`src/rtl/core/wbps_pkg.sv`:
```
package wbps_pkg;

    localparam int BYTE_W       = 8;
    localparam int PAT_BYTES    = 16;
    localparam int PAT_IDX_W    = 4;
    localparam int HALF_BYTES   = 8;
    localparam int CFG_DATA_W   = 64;
    localparam int CFG_IDX_W    = 3;
    localparam int LEN_W        = 5;
    localparam int OUT_OFFSET_W = 32;

    typedef enum logic [CFG_IDX_W-1:0] {
        CFG_PATTERN_LOW  = 3'd0,
        CFG_PATTERN_HIGH = 3'd1,
        CFG_WILDCARD     = 3'd2,
        CFG_LENGTH       = 3'd3,
        CFG_SKIP_MODE    = 3'd4
    } t_cfg_idx;

    typedef struct packed {
        logic [PAT_BYTES-1:0][BYTE_W-1:0] pattern;
        logic [PAT_BYTES-1:0]             wildcard_mask;
        logic [LEN_W-1:0]                 pattern_length;
        logic                             skip_mode;
    } t_cfg;

endpackage

```
`src/rtl/core/wbps_in_if.sv`:
```
interface wbps_in_if;
    logic                          valid;
    logic                          ready;
    logic [wbps_pkg::BYTE_W-1:0]   data_byte;
    logic                          last_byte;

    modport source (output valid, data_byte, last_byte, input ready);
    modport sink   (input valid, data_byte, last_byte, output ready);
endinterface

```
`src/rtl/core/wbps_out_if.sv`:
```
interface wbps_out_if;
    logic                                valid;
    logic                                ready;
    logic                                found;
    logic [wbps_pkg::OUT_OFFSET_W-1:0]   match_offset;

    modport source (output valid, found, match_offset, input ready);
    modport sink   (input valid, found, match_offset, output ready);
endinterface

```
`src/rtl/core/wbps_cfg_regs.sv`:
```
module wbps_cfg_regs (
    input  logic                              i_clk,
    input  logic                              i_rst_n,
    input  logic                              i_cfg_we,
    input  logic [wbps_pkg::CFG_IDX_W-1:0]    i_cfg_index,
    input  logic [wbps_pkg::CFG_DATA_W-1:0]   i_cfg_wdata,
    output wbps_pkg::t_cfg                    o_cfg
);

    wbps_pkg::t_cfg r_cfg;
    wbps_pkg::t_cfg n_cfg;

    always_comb begin
        n_cfg = r_cfg;
        if (i_cfg_we) begin
            unique case (wbps_pkg::t_cfg_idx'(i_cfg_index))
                wbps_pkg::CFG_PATTERN_LOW: begin
                    n_cfg.pattern[wbps_pkg::HALF_BYTES-1:0] = i_cfg_wdata;
                end
                wbps_pkg::CFG_PATTERN_HIGH: begin
                    n_cfg.pattern[wbps_pkg::PAT_BYTES-1:wbps_pkg::HALF_BYTES] = i_cfg_wdata;
                end
                wbps_pkg::CFG_WILDCARD: begin
                    n_cfg.wildcard_mask = i_cfg_wdata[wbps_pkg::PAT_BYTES-1:0];
                end
                wbps_pkg::CFG_LENGTH: begin
                    n_cfg.pattern_length = i_cfg_wdata[wbps_pkg::LEN_W-1:0];
                end
                wbps_pkg::CFG_SKIP_MODE: begin
                    n_cfg.skip_mode = i_cfg_wdata[0];
                end
                default: begin
                    n_cfg = r_cfg;
                end
            endcase
        end
    end

    always_ff @(posedge i_clk) begin
        if (!i_rst_n) begin
            r_cfg <= '{pattern:        '0,
                       wildcard_mask:  '0,
                       pattern_length: wbps_pkg::LEN_W'(1),
                       skip_mode:      1'b0};
        end else begin
            r_cfg <= n_cfg;
        end
    end

    assign o_cfg = r_cfg;

endmodule

```
`src/rtl/core/wbps_match.sv`:
```
module wbps_match #(
    parameter int MAX_PATTERN = 16,
    parameter int PROG_W      = $clog2(MAX_PATTERN + 1),
    parameter int IDX_W       = (MAX_PATTERN > 1) ? $clog2(MAX_PATTERN) : 1
) (
    input  wbps_pkg::t_cfg                 i_cfg,
    input  logic [wbps_pkg::BYTE_W-1:0]    i_win [MAX_PATTERN],
    input  logic [PROG_W-1:0]              i_prog,
    output logic [PROG_W-1:0]              o_len,
    output logic                           o_hit,
    output logic [PROG_W-1:0]              o_next_prog
);

    localparam logic [wbps_pkg::LEN_W-1:0] LEN_CAP  = wbps_pkg::LEN_W'(MAX_PATTERN);
    localparam logic [PROG_W:0]            FILL_CAP = (PROG_W + 1)'(MAX_PATTERN);

    logic [PROG_W-1:0]             w_len;
    logic [PROG_W:0]               w_fill_raw;
    logic [PROG_W-1:0]             w_fill;
    logic                          w_full_hit;
    logic [PROG_W-1:0]             w_j;
    logic [PROG_W:0]               w_j_inc;
    logic [wbps_pkg::PAT_IDX_W-1:0] w_j_idx;
    logic                          w_j_match;
    logic [IDX_W-1:0]              w_win_idx;
    logic [wbps_pkg::PAT_IDX_W-1:0] w_pat_idx;

    // zero taken as one, anything past the window as the window
    always_comb begin
        if (i_cfg.pattern_length == '0) begin
            w_len = PROG_W'(1);
        end else if (i_cfg.pattern_length > LEN_CAP) begin
            w_len = PROG_W'(MAX_PATTERN);
        end else begin
            w_len = PROG_W'(i_cfg.pattern_length);
        end
    end

    // full mode: compare the last w_len bytes, the oldest of them against pattern byte 0
    always_comb begin
        w_fill_raw = {1'b0, i_prog} + (PROG_W + 1)'(1);
        w_fill     = (w_fill_raw > FILL_CAP) ? PROG_W'(MAX_PATTERN) : w_fill_raw[PROG_W-1:0];
        w_full_hit = (w_fill >= w_len);
        w_win_idx  = '0;
        w_pat_idx  = '0;
        for (int k = 0; k < MAX_PATTERN; k++) begin
            if (PROG_W'(k) < w_len) begin
                w_win_idx = IDX_W'(w_len - PROG_W'(1) - PROG_W'(k));
                w_pat_idx = wbps_pkg::PAT_IDX_W'(k);
                if (!(i_cfg.wildcard_mask[w_pat_idx] ||
                      (i_cfg.pattern[w_pat_idx] == i_win[w_win_idx]))) begin
                    w_full_hit = 1'b0;
                end
            end
        end
    end

    // skip mode: a single candidate
    always_comb begin
        w_j       = (i_prog >= w_len) ? '0 : i_prog;
        w_j_idx   = wbps_pkg::PAT_IDX_W'(w_j);
        w_j_match = i_cfg.wildcard_mask[w_j_idx] || (i_cfg.pattern[w_j_idx] == i_win[0]);
        w_j_inc   = {1'b0, w_j} + (PROG_W + 1)'(1);
    end

    always_comb begin
        o_len = w_len;
        if (i_cfg.skip_mode) begin
            if (w_j_match && (w_j_inc == {1'b0, w_len})) begin
                o_hit       = 1'b1;
                o_next_prog = '0;
            end else if (w_j_match) begin
                o_hit       = 1'b0;
                o_next_prog = w_j_inc[PROG_W-1:0];
            end else begin
                o_hit       = 1'b0;
                o_next_prog = '0;
            end
        end else begin
            o_hit       = w_full_hit;
            o_next_prog = w_fill;
        end
    end

endmodule

```
`src/rtl/core/wildcard_byte_pattern_search_unit.sv`:
```
// Finds the first occurrence of a pattern of up to MAX_PATTERN bytes, each a fixed
// byte or a wildcard, in a byte stream. One byte can be taken every clock cycle while the
// output is not stalled; the match for a byte is computed from the input register through
// a parallel compare of the window of recent bytes, and a result beat is registered in the
// output register. While a result beat waits for the receiver, the byte in the input
// register waits too and the input stalls. A result beat is sent at the first hit
// (found, start offset) or on the last byte of a buffer without a hit; bytes after a
// hit are dropped until the last byte, which clears the search state. Configuration
// registers should be written between beats.
module wildcard_byte_pattern_search_unit #(
    parameter int MAX_PATTERN = 16,
    parameter int OFFSET_BITS = 32
) (
    input  logic                              i_clk,
    input  logic                              i_rst_n,
    input  logic                              i_cfg_we,
    input  logic [wbps_pkg::CFG_IDX_W-1:0]    i_cfg_index,
    input  logic [wbps_pkg::CFG_DATA_W-1:0]   i_cfg_wdata,
    wbps_in_if.sink                           i_byte_stream,
    wbps_out_if.source                        o_result
);

    localparam int PROG_W = $clog2(MAX_PATTERN + 1);

    wbps_pkg::t_cfg w_cfg;

    logic                          r_in_vld,  n_in_vld;
    logic [wbps_pkg::BYTE_W-1:0]   r_in_byte, n_in_byte;
    logic                          r_in_last, n_in_last;

    logic [wbps_pkg::BYTE_W-1:0]   r_win [MAX_PATTERN];
    logic [wbps_pkg::BYTE_W-1:0]   n_win [MAX_PATTERN];
    logic [wbps_pkg::BYTE_W-1:0]   w_win [MAX_PATTERN];
    logic [OFFSET_BITS-1:0]        r_pos,  n_pos;
    logic [PROG_W-1:0]             r_prog, n_prog;
    logic                          r_done, n_done;

    logic                              r_out_vld,    n_out_vld;
    logic                              r_out_found,  n_out_found;
    logic [wbps_pkg::OUT_OFFSET_W-1:0] r_out_offset, n_out_offset;

    logic                          w_fire;
    logic                          w_in_ready;
    logic [PROG_W-1:0]             w_len;
    logic                          w_hit;
    logic [PROG_W-1:0]             w_next_prog;
    logic [OFFSET_BITS-1:0]        w_start;

    wbps_cfg_regs u_cfg_regs (
        .i_clk       (i_clk),
        .i_rst_n     (i_rst_n),
        .i_cfg_we    (i_cfg_we),
        .i_cfg_index (i_cfg_index),
        .i_cfg_wdata (i_cfg_wdata),
        .o_cfg       (w_cfg)
    );

    always_comb begin
        w_win[0] = r_in_byte;
        for (int i = 1; i < MAX_PATTERN; i++) begin
            w_win[i] = r_win[i-1];
        end
    end

    wbps_match #(
        .MAX_PATTERN (MAX_PATTERN)
    ) u_match (
        .i_cfg       (w_cfg),
        .i_win       (w_win),
        .i_prog      (r_prog),
        .o_len       (w_len),
        .o_hit       (w_hit),
        .o_next_prog (w_next_prog)
    );

    assign w_fire     = r_in_vld && (!r_out_vld || o_result.ready);
    assign w_in_ready = !r_in_vld || w_fire;
    assign w_start    = r_pos + OFFSET_BITS'(1) - OFFSET_BITS'(w_len);

    assign i_byte_stream.ready = w_in_ready;
    assign o_result.valid        = r_out_vld;
    assign o_result.found        = r_out_found;
    assign o_result.match_offset = r_out_offset;

    always_comb begin
        n_in_vld     = r_in_vld;
        n_in_byte    = r_in_byte;
        n_in_last    = r_in_last;
        n_win        = r_win;
        n_pos        = r_pos;
        n_prog       = r_prog;
        n_done       = r_done;
        n_out_vld    = r_out_vld && !o_result.ready;
        n_out_found  = r_out_found;
        n_out_offset = r_out_offset;

        if (i_byte_stream.valid && w_in_ready) begin
            n_in_vld  = 1'b1;
            n_in_byte = i_byte_stream.data_byte;
            n_in_last = i_byte_stream.last_byte;
        end else if (w_fire) begin
            n_in_vld  = 1'b0;
        end

        if (w_fire && !r_done) begin
            n_win  = w_win;
            n_prog = w_next_prog;
            n_pos  = r_pos + OFFSET_BITS'(1);
            if (w_hit || r_in_last) begin
                n_out_vld    = 1'b1;
                n_out_found  = w_hit;
                n_out_offset = w_hit ? wbps_pkg::OUT_OFFSET_W'(w_start) : '0;
            end
            if (w_hit) begin
                n_done = 1'b1;
            end
        end

        if (w_fire && r_in_last) begin
            for (int i = 0; i < MAX_PATTERN; i++) begin
                n_win[i] = '0;
            end
            n_pos  = '0;
            n_prog = '0;
            n_done = 1'b0;
        end
    end

    always_ff @(posedge i_clk) begin
        r_in_byte    <= n_in_byte;
        r_in_last    <= n_in_last;
        r_out_found  <= n_out_found;
        r_out_offset <= n_out_offset;
        if (!i_rst_n) begin
            r_in_vld  <= 1'b0;
            r_out_vld <= 1'b0;
            for (int i = 0; i < MAX_PATTERN; i++) begin
                r_win[i] <= '0;
            end
            r_pos     <= '0;
            r_prog    <= '0;
            r_done    <= 1'b0;
        end else begin
            r_in_vld  <= n_in_vld;
            r_out_vld <= n_out_vld;
            r_win     <= n_win;
            r_pos     <= n_pos;
            r_prog    <= n_prog;
            r_done    <= n_done;
        end
    end

    a_not_found_zero_offset: assert property (@(posedge i_clk) disable iff (!i_rst_n)
        r_out_vld && !r_out_found |-> r_out_offset == '0)
        else $error("miss beat carries a non-zero offset");

    a_finished_holds_pos: assert property (@(posedge i_clk) disable iff (!i_rst_n)
        w_fire && r_done && !r_in_last |=> r_pos == $past(r_pos) && r_done)
        else $error("position moved after a hit");

    a_last_clears: assert property (@(posedge i_clk) disable iff (!i_rst_n)
        w_fire && r_in_last |=> r_pos == '0 && r_prog == '0 && !r_done)
        else $error("state not cleared after last byte");

    a_in_reg_held: assert property (@(posedge i_clk) disable iff (!i_rst_n)
        r_in_vld && !w_fire |=> r_in_vld && $stable(r_in_byte) && $stable(r_in_last))
        else $error("pending byte overwritten");

    a_result_on_last: assert property (@(posedge i_clk) disable iff (!i_rst_n)
        w_fire && r_in_last && !r_done |=> r_out_vld)
        else $error("no result beat for last byte");

endmodule

```
`src/flat_wrapper.sv`:
```
// flat-port wrapper written by rule: the top's interface ports become plain ports
module wildcard_byte_pattern_search_unit_flat 
#(
    parameter int MAX_PATTERN = 16,
    parameter int OFFSET_BITS = 32
)
  (i_clk, i_rst_n, i_cfg_we, i_cfg_index, i_cfg_wdata, i_byte_stream_valid, i_byte_stream_data_byte, i_byte_stream_last_byte, i_byte_stream_ready, o_result_valid, o_result_found, o_result_match_offset, o_result_ready);
  wbps_in_if i_byte_stream_i ();
  wbps_out_if o_result_i ();
  input  logic i_clk;
  input  logic i_rst_n;
  input  logic i_cfg_we;
  input  logic [wbps_pkg::CFG_IDX_W-1:0] i_cfg_index;
  input  logic [wbps_pkg::CFG_DATA_W-1:0] i_cfg_wdata;
  input wire logic [$bits(i_byte_stream_i.valid)-1:0] i_byte_stream_valid;
  input wire logic [$bits(i_byte_stream_i.data_byte)-1:0] i_byte_stream_data_byte;
  input wire logic [$bits(i_byte_stream_i.last_byte)-1:0] i_byte_stream_last_byte;
  output wire logic [$bits(i_byte_stream_i.ready)-1:0] i_byte_stream_ready;
  output wire logic [$bits(o_result_i.valid)-1:0] o_result_valid;
  output wire logic [$bits(o_result_i.found)-1:0] o_result_found;
  output wire logic [$bits(o_result_i.match_offset)-1:0] o_result_match_offset;
  input wire logic [$bits(o_result_i.ready)-1:0] o_result_ready;
  assign i_byte_stream_i.valid = i_byte_stream_valid;
  assign i_byte_stream_i.data_byte = i_byte_stream_data_byte;
  assign i_byte_stream_i.last_byte = i_byte_stream_last_byte;
  assign i_byte_stream_ready = i_byte_stream_i.ready;
  assign o_result_valid = o_result_i.valid;
  assign o_result_found = o_result_i.found;
  assign o_result_match_offset = o_result_i.match_offset;
  assign o_result_i.ready = o_result_ready;
  wildcard_byte_pattern_search_unit #(.MAX_PATTERN(MAX_PATTERN), .OFFSET_BITS(OFFSET_BITS)) u_core (.i_clk(i_clk), .i_rst_n(i_rst_n), .i_cfg_we(i_cfg_we), .i_cfg_index(i_cfg_index), .i_cfg_wdata(i_cfg_wdata), .i_byte_stream(i_byte_stream_i), .o_result(o_result_i));
endmodule
```
`config.mk`:
```
export PLATFORM = sky130hd
export DESIGN_NAME = wildcard_byte_pattern_search_unit_flat
export DESIGN_NICKNAME = d
export VERILOG_FILES = /design/src/rtl/core/wbps_pkg.sv /design/src/rtl/core/wbps_in_if.sv /design/src/rtl/core/wbps_out_if.sv /design/src/rtl/core/wbps_cfg_regs.sv /design/src/rtl/core/wbps_match.sv /design/src/rtl/core/wildcard_byte_pattern_search_unit.sv /design/src/flat_wrapper.sv
export SDC_FILE = /design/constraint.sdc
export NUM_CORES = 1
export LEC_CHECK = 0
export BUFFER_PORTS_ARGS = -buffer_cell sky130_fd_sc_hd__buf_2
export CORE_ASPECT_RATIO = 1.1
export CORE_UTILIZATION = 40
export DETAILED_ROUTE_END_ITERATION = 7
export PLACE_DENSITY = 0.58
export SYNTH_ARGS = -nofsm -noshare
export SYNTH_HDL_FRONTEND = slang
export SYNTH_SLANG_ARGS = --single-unit
```
`constraint.sdc`:
```
create_clock -name i_clk -period 8.9 [get_ports i_clk]
set_input_delay 1.335 -clock i_clk [delete_from_list [all_inputs] [get_ports i_clk]]
set_output_delay 1.335 -clock i_clk [all_outputs]
set_load 0.005 [all_outputs]
```
# Yosys cells after proc, flatten, opt, wreduce, memory -nomap -nowiden
# Index checks and enable logic that the tools add are counted.
# W data, S select, Z words.
totals:
  register_bits: 352
  latchBits: 0
  ramBits: 0
  romBits: 0
  output_inout_bits: 35
  wordCells: 277
  mem_count: 0
classes:
  add_sub_neg: 20
  n_mul: 0
  n_div: 0
  n_lt_le_gt_ge: 37
  eq_ne: 22
  n_shift: 0
  muxes: 97
  n_bitwise: 17
  reduce_logical: 41
ops:
  columns: ["op", "n"]
  rows:
  - ["$bmux W8 S4", 17]
  - ["$mux W8", 33]
  - ["$eq A8 B8 Y1", 17]
  - ["$ge A5 B5 Y1 const B", 16]
  - ["$not A4 Y5", 16]
  - ["$lt A4 B5 Y1 const A", 8]
  - ["$mux W1", 39]
  - ["$mux W5", 7]
  - ["$add A32 B1 Y32 const B", 1]
  - ["$sub A32 B5 Y32", 1]
  - ["$sub A4 B4 Y4 const B", 8]
  - ["$logic_or A1 B1 Y1", 20]
  - ["$lt A3 B5 Y1 const A", 4]
  - ["$sub A4 B3 Y4 const B", 4]
  - ["$reduce_and A2 Y1", 7]
  - ["$add A5 B1 Y6 const B", 2]
  - ["$ge A5 B5 Y1", 2]
  - ["$lt A1 B5 Y1 const A", 2]
  - ["$lt A2 B5 Y1 const A", 2]
  - ["$sub A4 B1 Y4 const B", 2]
  - ["$sub A4 B2 Y4 const B", 2]
  - ["$eq A3 B2 Y1 const B", 2]
  - ["$eq A6 B5 Y1", 1]
  - ["$gt A6 B5 Y1 const B", 1]
  - ["12 further kinds", 20]

# Longest topological paths before layout
# Gate-level depths: netlist of run 1.
logic_depth:
  depth_word: 46
  depth_mapped: 24

# Hierarchy
# From an unflattened synthesis of run 1, not the netlist that was laid out.
hier_totals:
  hier_cells: 2581
  area_unflattened_um2: 24400.9
by_module_without_submodules:
  columns: ["mod", "instances", "cells_per_inst", "area_per_inst_um2", "seq_area_each_um2"]
  rows:
  - ["wbps_match", 1, 1005, 10127.2, 0.0]
  - ["wildcard_byte_pattern_search_unit", 1, 1016, 8598.2, 4464.3]
  - ["wbps_cfg_regs", 1, 560, 5675.4, 3002.9]

# Worst setup path before layout of run 1
# OpenSTA, ideal clock, no wires.
synth_timing:
  path_type: "flip-flop to flip-flop"
  from: "register u_core.u_cfg_regs.r_cfg (netlist bit u_core.u_cfg_regs.o_cfg[5])"
  to: "register u_core.r_out_found, in the netlist u_core.o_result.found (enable)"
  t_arrival_ns: 7.222
  setup_slack_ns: 1.235
  stages_incl_launch_ff: 19
  path_buffers: 6
  synth_period_minus_slack_ns: 7.665
  path_cell_list: "dfxtp_1 clkbuf_1 nand2b_1 clkbuf_1 clkbuf_1 ha_1 clkbuf_1 clkinv_1 clkbuf_1 ha_1 xnor2_1 clkbuf_1 mux4_2 xnor2_1 nand4_1 o21ai_0 and4_1 nand4_1 a31oi_1"
synth_between:
  elab_chain_len: 45
  word_cells_on_any_way: 180
  cone_classes: "add/sub (17); order compare (19); eq/ne (18); mux (89); bitwise (16); reduce/logical (21)"
synth_rtl:
  columns: ["item", "line", "source"]
  rows:
  - ["start: declaration", "wbps_cfg_regs.sv:10", "wbps_pkg::t_cfg r_cfg;"]
  - ["start signal: assignment", "wbps_cfg_regs.sv:41", "r_cfg <= '{pattern: '0,"]
  - ["start signal: assignment", "wbps_cfg_regs.sv:46", "r_cfg <= n_cfg;"]
  - ["$gt A5 B5 Y1", "wbps_match.sv:32", "end else if (i_cfg.pattern_length > LEN_CAP) begin"]
  - ["$mux W5", "wbps_match.sv:32", null]
  - ["$mux W5 *", "wbps_match.sv:30", "if (i_cfg.pattern_length == '0) begin"]
  - ["branches (longest 39 deep; another with $sub A4 B1 Y4)", null, null]
  - ["$mux W1 *", "wbps_match.sv:68", "if (i_cfg.skip_mode) begin"]
  - ["$logic_or A1 B1 Y1 *", "wildcard_byte_pattern_search_unit.sv:109", "if (w_hit || r_in_last) begin"]
  - ["$reduce_and A2 Y1 (no source line) *", null, null]
  - ["end signal: assignment", "wildcard_byte_pattern_search_unit.sv:132", "r_out_found <= n_out_found;"]
  - ["end: declaration", "wildcard_byte_pattern_search_unit.sv:39", "logic r_out_found, n_out_found;"]
# Mark *: on every way between the ends. The select of a mux whose other input is x is not followed.
# A chain may end at the register's enable or synchronous reset.

# Worst setup path in the final report of run 1
layout_timing:
  from: "register u_core.u_cfg_regs.r_cfg (netlist bit u_core.u_cfg_regs.o_cfg[1])"
  to: "register u_core.r_out_offset (netlist bit u_core.o_result.match_offset[12]) (enable)"
layout_between:
  elab_chain_len: 45
  word_cells_on_any_way: 180
  cone_classes: "add/sub (17); order compare (19); eq/ne (18); mux (89); bitwise (16); reduce/logical (21)"
layout_rtl:
  columns: ["item", "line", "source"]
  rows:
  - ["$gt A5 B5 Y1", "wbps_match.sv:32", null]
  - ["$mux W5", "wbps_match.sv:32", null]
  - ["$mux W5 *", "wbps_match.sv:30", null]
  - ["branches (longest 39 deep; another with $sub A4 B1 Y4)", null, null]
  - ["$mux W1 *", "wbps_match.sv:68", null]
  - ["$logic_or A1 B1 Y1 *", "wildcard_byte_pattern_search_unit.sv:109", null]
  - ["$reduce_and A2 Y1 (no source line) *", null, null]
  - ["end signal: assignment", "wildcard_byte_pattern_search_unit.sv:133", "r_out_offset <= n_out_offset;"]
  - ["end: declaration", "wildcard_byte_pattern_search_unit.sv:40", "logic [wbps_pkg::OUT_OFFSET_W-1:0] r_out_offset, n_out_offset;"]
# Marks and branches as above.

==> results of run 1 <==
## registers in the layout, summed over array words and instances, names as in the netlist
name                          count
u_core.r_done                     1
u_core.r_prog                     5
u_core.o_result.match_offset     32
u_core.o_result.valid             1
u_core.r_pos                     32
u_core.u_cfg_regs.o_cfg         150
u_core.r_in_vld                   1
u_core.r_win                    120
u_core.r_in_last                  1
u_core.r_in_byte                  8
u_core.o_result.found             1
## worst paths after layout
| kind | from | end | slack, ns | depth (start not counted) |
|---|---|---|---|---|
| setup / recovery | u_core.u_cfg_regs.o_cfg[1] | u_core.o_result.match_offset[12] | 1.55 | 17 |
| hold / removal | u_core.u_cfg_regs.o_cfg[108] | u_core.u_cfg_regs.o_cfg[108] | 0.47 | 2 |
| setup reg to reg | u_core.u_cfg_regs.o_cfg[1] | u_core.o_result.match_offset[12] | 1.55 | 17 |
| hold reg to reg | u_core.u_cfg_regs.o_cfg[108] | u_core.u_cfg_regs.o_cfg[108] | 0.47 | 2 |
## area by class of cell
cell class              instances  area (um2)
multi-input cells            2452       16800
inverters                      42         160
well taps                     833        1040
clock buffers                  55        1170
clock inverters                22         236
flip-flops and latches        352        7480
fillers                      6137       34600
repair buffers                177        1070
## where the power goes
| part | leakage (uW) | internal (uW) | switching [uW] |
|---|---|---|---|
| Clock | 0.000680 | 1030 | 755 |
| Sequential | 0.00287 | 1630 | 53.6 |
| Combinational | 0.00606 | 230 | 446 |
## cell usage in the layout, fill, tap and decap left out, types with 11 or more instances in the layout
cell type	instances
a211oi_1	39
a21oi_1	430
a221oi_1	35
a22oi_1	78
a31oi_1	22
and2_1	12
and3_1	30
buf_2	115
buf_4	60
clkbuf_16	43
dfxtp_1	305
edfxtp_1	42
ha_1	29
inv_1	33
mux2_2	11
mux2i_1	125
mux4_2	131
nand2_1	643
nand2b_1	13
nand3_1	40
nand4_1	27
nor2_1	132
nor2b_1	23
nor3_1	29
nor4_1	37
o211ai_1	21
o21ai_0	89
o221ai_1	14
o22ai_1	40
or3_1	19
xnor2_1	120
xor2_1	73
## per-layer routing
metal	up-vias	wire length (um)	global-route usage
li1	11400	-	-
met1	12600	47100	0.454
met2	1368	51400	0.555
met3	295	9470	0.0626
met4	0	8160	0.209
met5	-	0	0
## worst max-delay path, stage by stage (launching register included)
cell,delay [ns]
dfxtp_4,0.74
nand2b_1,0.28
nand2_4,0.37
inv_2,0.07
ha_1,0.31
buf_4,0.30
clkinv_1,0.65
buf_4,0.49
mux4_2,0.43
mux4_2,0.50
xor2_1,0.15
nor4_1,0.36
a41oi_1,0.24
a21o_1,0.21
nor4_1,0.32
nand4_1,0.20
buf_4,0.31
a31oi_4,0.95
## through the flow
stage	setup WS, ns	std cells	area (um2)	util
after floorplan	1.23	3117	25400	-
after global placement	1.86	3856	26600	0.424
after detailed placement	1.74	3856	26600	0.424
after CTS	1.70	3933	28000	0.447
after global routing	1.29	3933	28000	0.447
final	1.55	3933	28000	0.447
## kinds of logic (layout without fill, tap and decap cells)
| group | after synthesis | count (layout) |
|---|---|---|
| buf+inv | 313 | 296 |
| compound gates | 903 | 903 |
| fa+ha+maj | 30 | 30 |
| mux | 267 | 267 |
| flops | 352 | 352 |
| xor+xnor | 197 | 197 |
| simple gates | 1055 | 1055 |
==> run metrics, run 1 <==
run status complete, no violations; power per standard cell area 148 mW/mm2; GRT Overall Usage 0.353; Post-CTS Hold Fix Bufs 0; drt pass-1 iters 7; Hold WC Path Type reg -> reg; Yosys reg bits 352; post-synthesis simple-gate area fraction 0.184; Final nets 3178; Post-synth EDFFs 42; chip height 266 um; Post-Syn Nets 3228; global placer's final weighted congestion 1.03; vias per inst about 6.5; RSZ-0062 raised after global routing no; Setup TNS 0 ns; Final Slew Violations 0; CTS Buf Count 42; Post-Syn Instances 3117; critical path data required time 9.10 ns; multiplexer area fraction after synthesis 0.170; core area 0.0626 mm2; largest cells by area after synthesis dfxtp_1 (24%), mux4_2 (12%), nand2_1 (9.5%), a21oi_1 (8.5%), edfxtp_1 (5.0%); maximum clock rate 136 MHz; post-route DRC violation count 0; Die ar. 0.0645 mm2; Synth Area in Compound Gates 0.221; Initial Utilization 0.406; share of layout cells above drive strength 1 0.142; CTS tree done; Horiz. Die Dim 242 um; max_slew headroom 0.0888; CTS Buffer Depth 3; Avg WL per Cell 29.5 um; Setup Skew 0.0266 ns; clk slew on worst S/H paths about 0.06 ns; Power Total 4150 uW; critical-path maximum fanout 45; Slew @ Worst Pin between 1 and 1.5 ns; part of the Yosys area used for sequential elements 0.294; post-synth top area cell dfxtp_1; # IOs ~120; vias in the first global route 23.5k; fin crit share 0.825; count leader, synth nand2_1; Cell Area, Synth between 0.02 and 0.03 mm2; Post-synth top cells nand2_1 (644), a21oi_1 (433), dfxtp_1 (310); pin count of the biggest net entering global routing 123; kind of start point of the critical path flip-flop; first-pass GRT wire length around 170 mm; post-synthesis xor/xnor area fraction 0.0683; crit path kind reg -> reg; worst skew pair latency 0.60 ns; Synth Area in Adders 0.0151; P_leak 0.00961 uW; root buffer cell clkbuf_16; Syn Area/Cell just over 8 um2; diode count 0; GR Overflow Total 0; yosys synthesis warning count 0; Area Growth Syn to Fin 10.2%; htree depth 2; distinct cell type count after synthesis 90; max cap viols 0; PortBufs 115; DRT iter0 DRCs between 3k and 4k; Post-synth top flop dfxtp_1; Sink Count 352; peak supply drop 133 uV; final worst path period need 7.35 ns; Setup Buffers After CTS 0; final setup fails 0; critical path arrival roughly 7.6 ns; Final Hold Viols 0; main combinational cell family by area after synthesis compound AO/OA/AOI/OAI gates; antenna-violating nets left 0; Hold WS 0.468 ns; hpwl dp 87.7 mm; Async S/R FF share, synth 0; FP Rows 96; Resized cells post-CTS 0; initial antenna violation count 1; WL final 116 mm; Synth top area share 0.244; crit path capture type flip-flop; total number of vias 25.6k
No activity file was read; power rests on OpenSTA's default activity.
==> run 2, diff against run 1 <==
- clock period: 8.9 -> 7 ns (I/O delays scaled with it)
==> run 2 against run 1 <==
  * First-iteration DRC count fell by 12%
  * Hold slack about the same
  * Clock power up 24%
  * Cell area rose by 0.25%
  * Utilization increased by 0.11 points
  * Setup slack lost 1.1 ns
  * Clock skew decreased by 0.0048 ns
==> run metrics, run 2 (synthesis results as in run 1) <==
final worst path period need 6.50 ns (-0.842 ns); fin crit share 0.929 (+0.104); critical path arrival 6.75 ns (-0.80 ns); kind of start point of the critical path flip-flop; DRT iter0 DRCs 2807 (-12%); Setup Buffers After CTS 0 (unchanged); number of flip-flops in the largest register 150 (unchanged); most common cell after layout, fill and taps aside nand2_1; crit path capture type flip-flop; Filler Cells Inserted 6242 (+1.7%); CTS tree done; Clock power frac 0.423 (-0.007); Setup Skew 0.0218 ns (-0.00478 ns); vias per inst 6.45 (-0.80%); Power Total 5200 uW (+25%); total number of vias 25.5k (-0.50%); clk slew on worst S/H paths 0.07 ns (about the same); NetSw 1560 uW (+24%); critical path data required time 7.25 ns (-1.85 ns); core area 0.0626 mm2 (unchanged); hpwl dp 86.4 mm (-1.4%); Final Slew Violations 0 (unchanged); Area Growth Syn to Fin 10.4%; share of layout cells above drive strength 1 0.144 (+0.00239); max cap viols 0 (unchanged); Finished Core Util 0.448 (+0.00110); Die ar. 0.0645 mm2 (unchanged); chip height 266 um (unchanged); critical-path maximum fanout 58 (+29%); post-route DRC violation count 0 (unchanged); RSZ-0062 raised after global routing no; maximum clock rate 154 MHz (+13%); global placer's final weighted congestion 1.04 (+1.1%); Setup TNS 0 ns (unchanged); slowest library cell on the worst path nor2_2; # IOs 116 (unchanged); GR Overflow Total 0 (unchanged); CTS Buffer Depth 3 (unchanged); sequential share of power 0.413 (+0.006); CP max stage delay 0.58 ns (-0.37 ns); drt pass-1 iters 8 (+1); pin count of the biggest net entering global routing 153 (+24%); root buffer cell clkbuf_16; Final nets 3192 (+0.44%); most frequent cell on the critical path buf_4; placed cells 3870 (+0.36%); Slew @ Worst Pin 1.13 ns (-0.231 ns); Post-CTS Hold Fix Bufs 0 (unchanged); CTS Buf Count 42 (unchanged); worst path bufs/invs 3 (-2); Resized cells post-CTS 0 (unchanged); first-pass GRT wire length 163 mm (-2.2%); run status complete, no violations; Hold WC Path Type reg -> reg; PortBufs 115 (unchanged); delay-heaviest family, CP simple AND/OR/NAND/NOR gates; Logic pwr share 0.164 (about the same); FP Rows 96 (unchanged); worst skew pair latency 0.60 ns (about the same); htree depth 2 (unchanged); fin cells 3945 (+0.31%); Pint 3640 uW (+26%); Initial Utilization 0.406 (unchanged); GRT Overall Usage 0.341 (-0.0116); Horiz. Die Dim 242 um (unchanged); P_leak 0.00966 uW (+0.54%); max_slew headroom 0.246 (+0.157); vias in the first global route 23.3k (-0.54%); final setup fails 0 (unchanged); peak supply drop 194 uV (+46%); power per standard cell area 185 mW/mm2 (+25%); Hold WS 0.468 ns (-0.000420 ns); critical-path cell list buf_4, nand2b_2, ha_1, a21bo_2, a22o_1, nor2_2, xnor2_2, buf_4, mux4_2, xor2_1, nor4_1, a211oi_1, nor4_1, nand4_1, a31oi_4, buf_4; Sink Count 352 (unchanged); WL final 113 mm (-3.0%); antenna-violating nets left 0 (unchanged); initial antenna violation count 2 (+1); Sw Share 0.300 (-0.00314); commonest non-fill, non-tap cells in the layout nand2_1 (643), a21oi_1 (430), dfxtp_1 (305), nor2_1 (132), mux4_2 (131); crit path kind reg -> reg; Avg WL per Cell 28.6 um (-3.3%); Final Hold Viols 0 (unchanged)
==> run 2: worst paths after layout <==
| kind | cells past startpoint | from | slack [ns] | endpoint |
|---|---|---|---|---|
| setup / recovery | 16 | u_core.u_cfg_regs.o_cfg[2] | 0.50 | u_core.o_result.match_offset[25] |
| hold / removal | 2 | u_core.u_cfg_regs.o_cfg[108] | 0.47 | u_core.u_cfg_regs.o_cfg[108] |
| setup reg to reg | 16 | u_core.u_cfg_regs.o_cfg[2] | 0.50 | u_core.o_result.match_offset[25] |
| hold reg to reg | 2 | u_core.u_cfg_regs.o_cfg[108] | 0.47 | u_core.u_cfg_regs.o_cfg[108] |
==> run 2: power groups by stage <==
stage               clock (uW)  sequential [uW]  combinational, uW
floorplan                    0             2140                558
global placement             0             2180                831
detailed placement           0             2180                836
CTS                       2240             2140                837
global route              2320             2140                909
finish                    2200             2140                854
==> run 2: worst reg2reg max path: cells and delay by family (launching register included) <==
kind / cells / cell delay [ns]
flip-flops: 1 / 0.33
AO/OA/AOI/OAI: 4 / 0.95
XOR/XNOR: 2 / 0.34
multiplexers: 1 / 0.59
AND/OR/NAND/NOR: 5 / 2.27
buffers and inverters: 3 / 1.26
adder cells (fa/ha/maj): 1 / 0.38
==> run 2: layout make-up <==
| type | count | area [um2] | area share |
|---|---|---|---|
| antenna | 1 | 2.50 | 0.0000893 |
| clock buffer | 60 | 1230 | 0.0439 |
| clock inverter | 14 | 155 | 0.00553 |
| inverter | 42 | 160 | 0.00571 |
| multi-input combinational | 2452 | 16800 | 0.600 |
| sequential | 352 | 7480 | 0.267 |
| tap | 833 | 1040 | 0.0372 |
| timing repair buffer | 191 | 1160 | 0.0413 |
==> run 2: per-layer routing <==
metal,vias to the layer above,track usage,part of all wire
met2,1258,0.530,0.44
li1,11400,-,-
met4,2,0.192,0.065
met1,12600,0.439,0.41
met5,-,0,0.000098
met3,280,0.0737,0.086
==> run 2: metrics by stage <==
step | cell area [um2] | setup WS (ns)
finish | 28000 | 0.496
global route | 28000 | 0.282
CTS | 28000 | 0.622
detailed placement | 26600 | 0.658
global placement | 26600 | 0.738
floorplan | 25400 | 0.111
